--- src/rtl/core/ntr_pkg.sv ---
package ntr_pkg;

  // Field widths on the streams and the configuration port
  localparam int OP_W        = 2;
  localparam int SEQ_W       = 16;
  localparam int TIME_W      = 32;
  localparam int STATUS_W    = 3;
  localparam int RETRY_OUT_W = 4;
  localparam int CFG_RETRY_W = 4;
  localparam int CFG_IVL_W   = 16;
  localparam int CFG_DATA_W  = 16;
  localparam int IN_DATA_W   = 56;
  localparam int OUT_DATA_W  = 24;

  // Operation codes
  localparam logic [OP_W-1:0] OP_TRACK   = 2'd0;
  localparam logic [OP_W-1:0] OP_NACK    = 2'd1;
  localparam logic [OP_W-1:0] OP_CLEANUP = 2'd2;

  // Result status codes
  localparam logic [STATUS_W-1:0] ST_TRACKED   = 3'd0;
  localparam logic [STATUS_W-1:0] ST_GRANTED   = 3'd1;
  localparam logic [STATUS_W-1:0] ST_NOT_FOUND = 3'd2;
  localparam logic [STATUS_W-1:0] ST_EXHAUSTED = 3'd3;
  localparam logic [STATUS_W-1:0] ST_SKIPPED   = 3'd4;
  localparam logic [STATUS_W-1:0] ST_SWEPT     = 3'd5;

  // Configuration register indexes
  localparam logic CFG_MAX_RETRIES    = 1'b0;
  localparam logic CFG_SWEEP_INTERVAL = 1'b1;

  // Controller to datapath
  typedef struct packed {
    logic clr_wr;     // clearing pass: zero entry at counter, advance
    logic capture;    // input beat taken: latch fields, read its entry
    logic finish;     // resolve item: update entry, load result
    logic stamp;      // record sweep time
    logic sweep_rd;   // sweep: read entry at counter, advance
    logic load_swept; // load sweep-done result
  } ntr_cmd_t;

  // Datapath to controller
  typedef struct packed {
    logic cnt_last;    // counter at last table entry
    logic out_busy;    // result register full and not drained this cycle
    logic sweep_start; // cleanup item and interval elapsed
  } ntr_stat_t;

endpackage

--- src/rtl/core/ntr_ctrl.sv ---
module ntr_ctrl import ntr_pkg::*; (
  input  logic      clk,
  input  logic      rst,
  input  logic      in_valid,
  output logic      in_ready,
  input  ntr_stat_t stat,
  output ntr_cmd_t  cmd
);

  typedef enum logic [2:0] {
    S_CLEAR,
    S_IDLE,
    S_RESOLVE,
    S_SWEEP,
    S_SWEEP_TAIL,
    S_SWEEP_DONE
  } state_t;

  state_t state;
  state_t state_next;

  // Command decode and next state
  always_comb begin
    cmd        = '0;
    in_ready   = 1'b0;
    state_next = state;
    unique case (state)
      S_CLEAR: begin
        cmd.clr_wr = 1'b1;
        if (stat.cnt_last) begin
          state_next = S_IDLE;
        end
      end
      S_IDLE: begin
        in_ready    = 1'b1;
        cmd.capture = in_valid;
        if (in_valid) begin
          state_next = S_RESOLVE;
        end
      end
      S_RESOLVE: begin
        if (stat.sweep_start) begin
          cmd.stamp  = 1'b1;
          state_next = S_SWEEP;
        end else if (!stat.out_busy) begin
          cmd.finish = 1'b1;
          state_next = S_IDLE;
        end
      end
      S_SWEEP: begin
        cmd.sweep_rd = 1'b1;
        if (stat.cnt_last) begin
          state_next = S_SWEEP_TAIL;
        end
      end
      // last write-back of the sweep lands here
      S_SWEEP_TAIL: begin
        state_next = S_SWEEP_DONE;
      end
      S_SWEEP_DONE: begin
        if (!stat.out_busy) begin
          cmd.load_swept = 1'b1;
          state_next     = S_IDLE;
        end
      end
      default: begin
        state_next = S_IDLE;
      end
    endcase
  end

  always_ff @(posedge clk) begin
    if (rst) begin
      state <= S_CLEAR;
    end else begin
      state <= state_next;
    end
  end

endmodule

--- config.mk ---
export PLATFORM = sky130hd
export DESIGN_NAME = ntr_ctrl
export DESIGN_NICKNAME = d
export VERILOG_FILES = /design/src/rtl/core/ntr_pkg.sv /design/src/rtl/core/ntr_ctrl.sv
export SDC_FILE = /design/constraint.sdc
export NUM_CORES = 1
export LEC_CHECK = 0
export CORE_AREA = 2 2 39 41
export DETAILED_ROUTE_END_ITERATION = 7
export DIE_AREA = 0 0 41 43
export DONT_BUFFER_PORTS = 1
export GPL_TIMING_DRIVEN = 0
export PLACE_DENSITY_LB_ADDON = 0.15
export RECOVER_POWER = 50
export SETUP_SLACK_MARGIN = 0.02
export SYNTH_ARGS = -nofsm -noshare
export SYNTH_HDL_FRONTEND = slang
export SYNTH_SLANG_ARGS = --single-unit
--- constraint.sdc ---
create_clock -name clk -period 1.3 [get_ports clk]
set_clock_uncertainty 0.05 [all_clocks]
set_input_delay 0.13 -clock clk [delete_from_list [all_inputs] [get_ports clk]]
set_output_delay 0.13 -clock clk [all_outputs]
set_load 0.005 [all_outputs]
==> results.toml <==
[cells_and_area]
postLayoutCellArea_um2 = 367
largest_registers = "state: 3 flops"
max_flop_register = "state"
area_growth_pct = 48.0
fillers = 157
fin_nets = 44
largest_reg_flops = 3
diodes = 0
final_core_util = 0.265
drive_gt1_frac = 0.486

[yosys]
synth.distinct_cells = 20
synth_top_area_share = 0.242
synth_edf_count = 0
synthFlopType = "dfxtp_1"
syn_avg_cell_area_um2 = 8.54
ys_top_cells_by_area = "dfxtp_1 24%, nor4b_1 7.1%, a2111oi_2 6.1%"
synth.most_common_cell = "dfxtp_1"
synth-seq-area-share = 0.242
synth_top_cell_by_area = "dfxtp_1"
synth_fp_nets = 35
yosysWarnings = 0
syn_inst = 29
async_reset_ff_frac = 0
synthesis.area_um2 = 248
ys_ff_latch = 3

[sta]
timing.final.crit_share = 0.941
tightest_slew_ns = 0.309
slew_violations = 0
clock.fmax_ghz = 0.817
setup_viol = 0
worst_slew_margin_rel = 0.792
setup_ws_ns = 0.0765
period_minus_slack_ns = 1.22
rsz0062_at_grt = "true"
final-hold-violation-count = 0

[routing]
routed_wl_um = 736
drcViolationCount = 0
antenna_left = 0
routedWlPerCell_um = 13.9
vias = 254
drtIter0Drc = 2
viasPerCell = 4.79
firstDrtPassIters = 4

[power_and_ir_drop]
vdd_ir_drop_max_mv = 0.282
total_power_mw = 0.371
p_per_area_nw_per_um2 = 1010
leakage_nw = 0.127

[placement]
place_area_um2 = 268
port_buffers = 0
pre_cts_ws_ns = 0.108
gp_congestion = 0.742
dpl.hpwl_um = 517

[floorplan]
start_util = 0.179
num_io_pins = 13
die_w_um = 41
rows = 14
fp.dieH_um = 43
core_um2 = 1380
fp.dieArea_um2 = 1760

[setup_path]
path_class = "reg2out"
crit_path_end_kind = "primary output"
path_max_fanout = 10
crit_required_ns = 1.12
critPathLaunchType = "flop"
worst_ep_arrival_time_ns = 1.04
crit_start = "state[1]$_SDFFE_PP0P_"
reg2reg_from = "state[1]$_SDFFE_PP0P_"

[hold_path]
min-delay-start = "in_valid"
hp-class = "in2reg"

[global_route]
grt_max_degree = 11
busiest_layer = "met2"
grt_util_met3 = 0.0681
grt_pass1_wl_mm = 1.10
met2_usage = 0.122
antenna_found_initial = 0
overflow = 0
grt_pass1_vias = 252
track_usage = 0.0993
grt_util_met1 = 0.103

[cts]
clock_path_buffers = 2
insertion_delay_ns = 0.24
cts_root_buf = "clkbuf_4"
cts_buffers = 3
cts.sinks = 3
path_clk_slew_ns = 0.04
cts_tree = "yes"
cts_max_level = 1

[status]
status = "complete, no violations"

[job]
maxCapViolations = 0
## cells by family (layout without fill, tap and decap cells)
kind of cell | count (synthesis) | count (layout) | share of synthesized area
buffers and inverters | 5 | 13 | 0.126
DFF | 3 | 3 | 0.242
and+or+nand+nor | 15 | 15 | 0.374
AOI/OAI and AO/OA | 6 | 6 | 0.258
## metal layers
layer  wire, µm  vias up  share of wire
met5          0        -              0
met4          0        0              0
met3         73        0          0.099
met2        412       10           0.56
met1        250      118           0.34
li1           -      126              -
## power by group
group	total [mW]	internal, mW	switching (mW)	leakage, nW
registers	0.106	0.100	0.00572	0.0248
logic	0.100	0.0482	0.0520	0.0870
clock network	0.165	0.115	0.0501	0.0150
## path summary, 6_finish.rpt
check / depth (start not counted) / end / slack (ns)
max: 3 / cmd[2] / 0.08
min: 2 / state[1]$_SDFFE_PP0P_ / 0.03
max reg2reg: 4 / state[0]$_SDFFE_PP0P_ / 0.12
min reg2reg: 2 / state[1]$_SDFFE_PP0P_ / 0.58
## stage by stage
stage | TNS [ns] | instances | hold WS (ns)
2_1_floorplan | 0 | 29 | 0.152
3_3_place_gp | 0 | 45 | 0.157
3_5_place_dp | 0 | 45 | 0.157
4_1_cts | -0.192 | 51 | 0.0232
5_1_grt | 0 | 53 | 0.0281
6_report | 0 | 53 | 0.0310
## layout by cell type, fill, tap and decap left out, drive strengths merged
master,n
dlygate4sd3,2
nor2,2
a221oi,1
nand2b,2
clkbuf,5
o311ai,1
nand3b,1
and3b,1
a211oi,1
nand3,1
nand2,2
dfxtp,3
buf,4
a2111oi,1
inv,2
nor3,2
nor3b,2
a32oi,1
nor4b,2
o21ai,1
## critical path, stage by stage, from the launching register on
cell and delay [ns]:
dfxtp_1 0.31, buf_6 0.14, inv_2 0.07, nor4b_4 0.27
## cell type report
| type | instances | area, µm² | area share |
|---|---|---|---|
| multi-input combinational | 21 | 189 | 0.515 |
| sequential | 3 | 61.3 | 0.167 |
| timing repair buffer | 4 | 32.5 | 0.0887 |
| buffer | 3 | 30.0 | 0.0819 |
| clock buffer | 4 | 26.3 | 0.0717 |
| tap | 16 | 20.0 | 0.0546 |
| inverter | 2 | 7.51 | 0.0205 |
## timing repair
item / 4_1_cts / 5_1_grt
hold buffers: 2 / 0
pin swaps: 0 / 2
endpoints found under the setup margin: 5 / 6
resized for setup: 0 / 10
hold endpoints to repair: 3 / 0
gates cloned: 0 / 1
buffers inserted: 0 / 1
(Power assumes the default switching activity.)
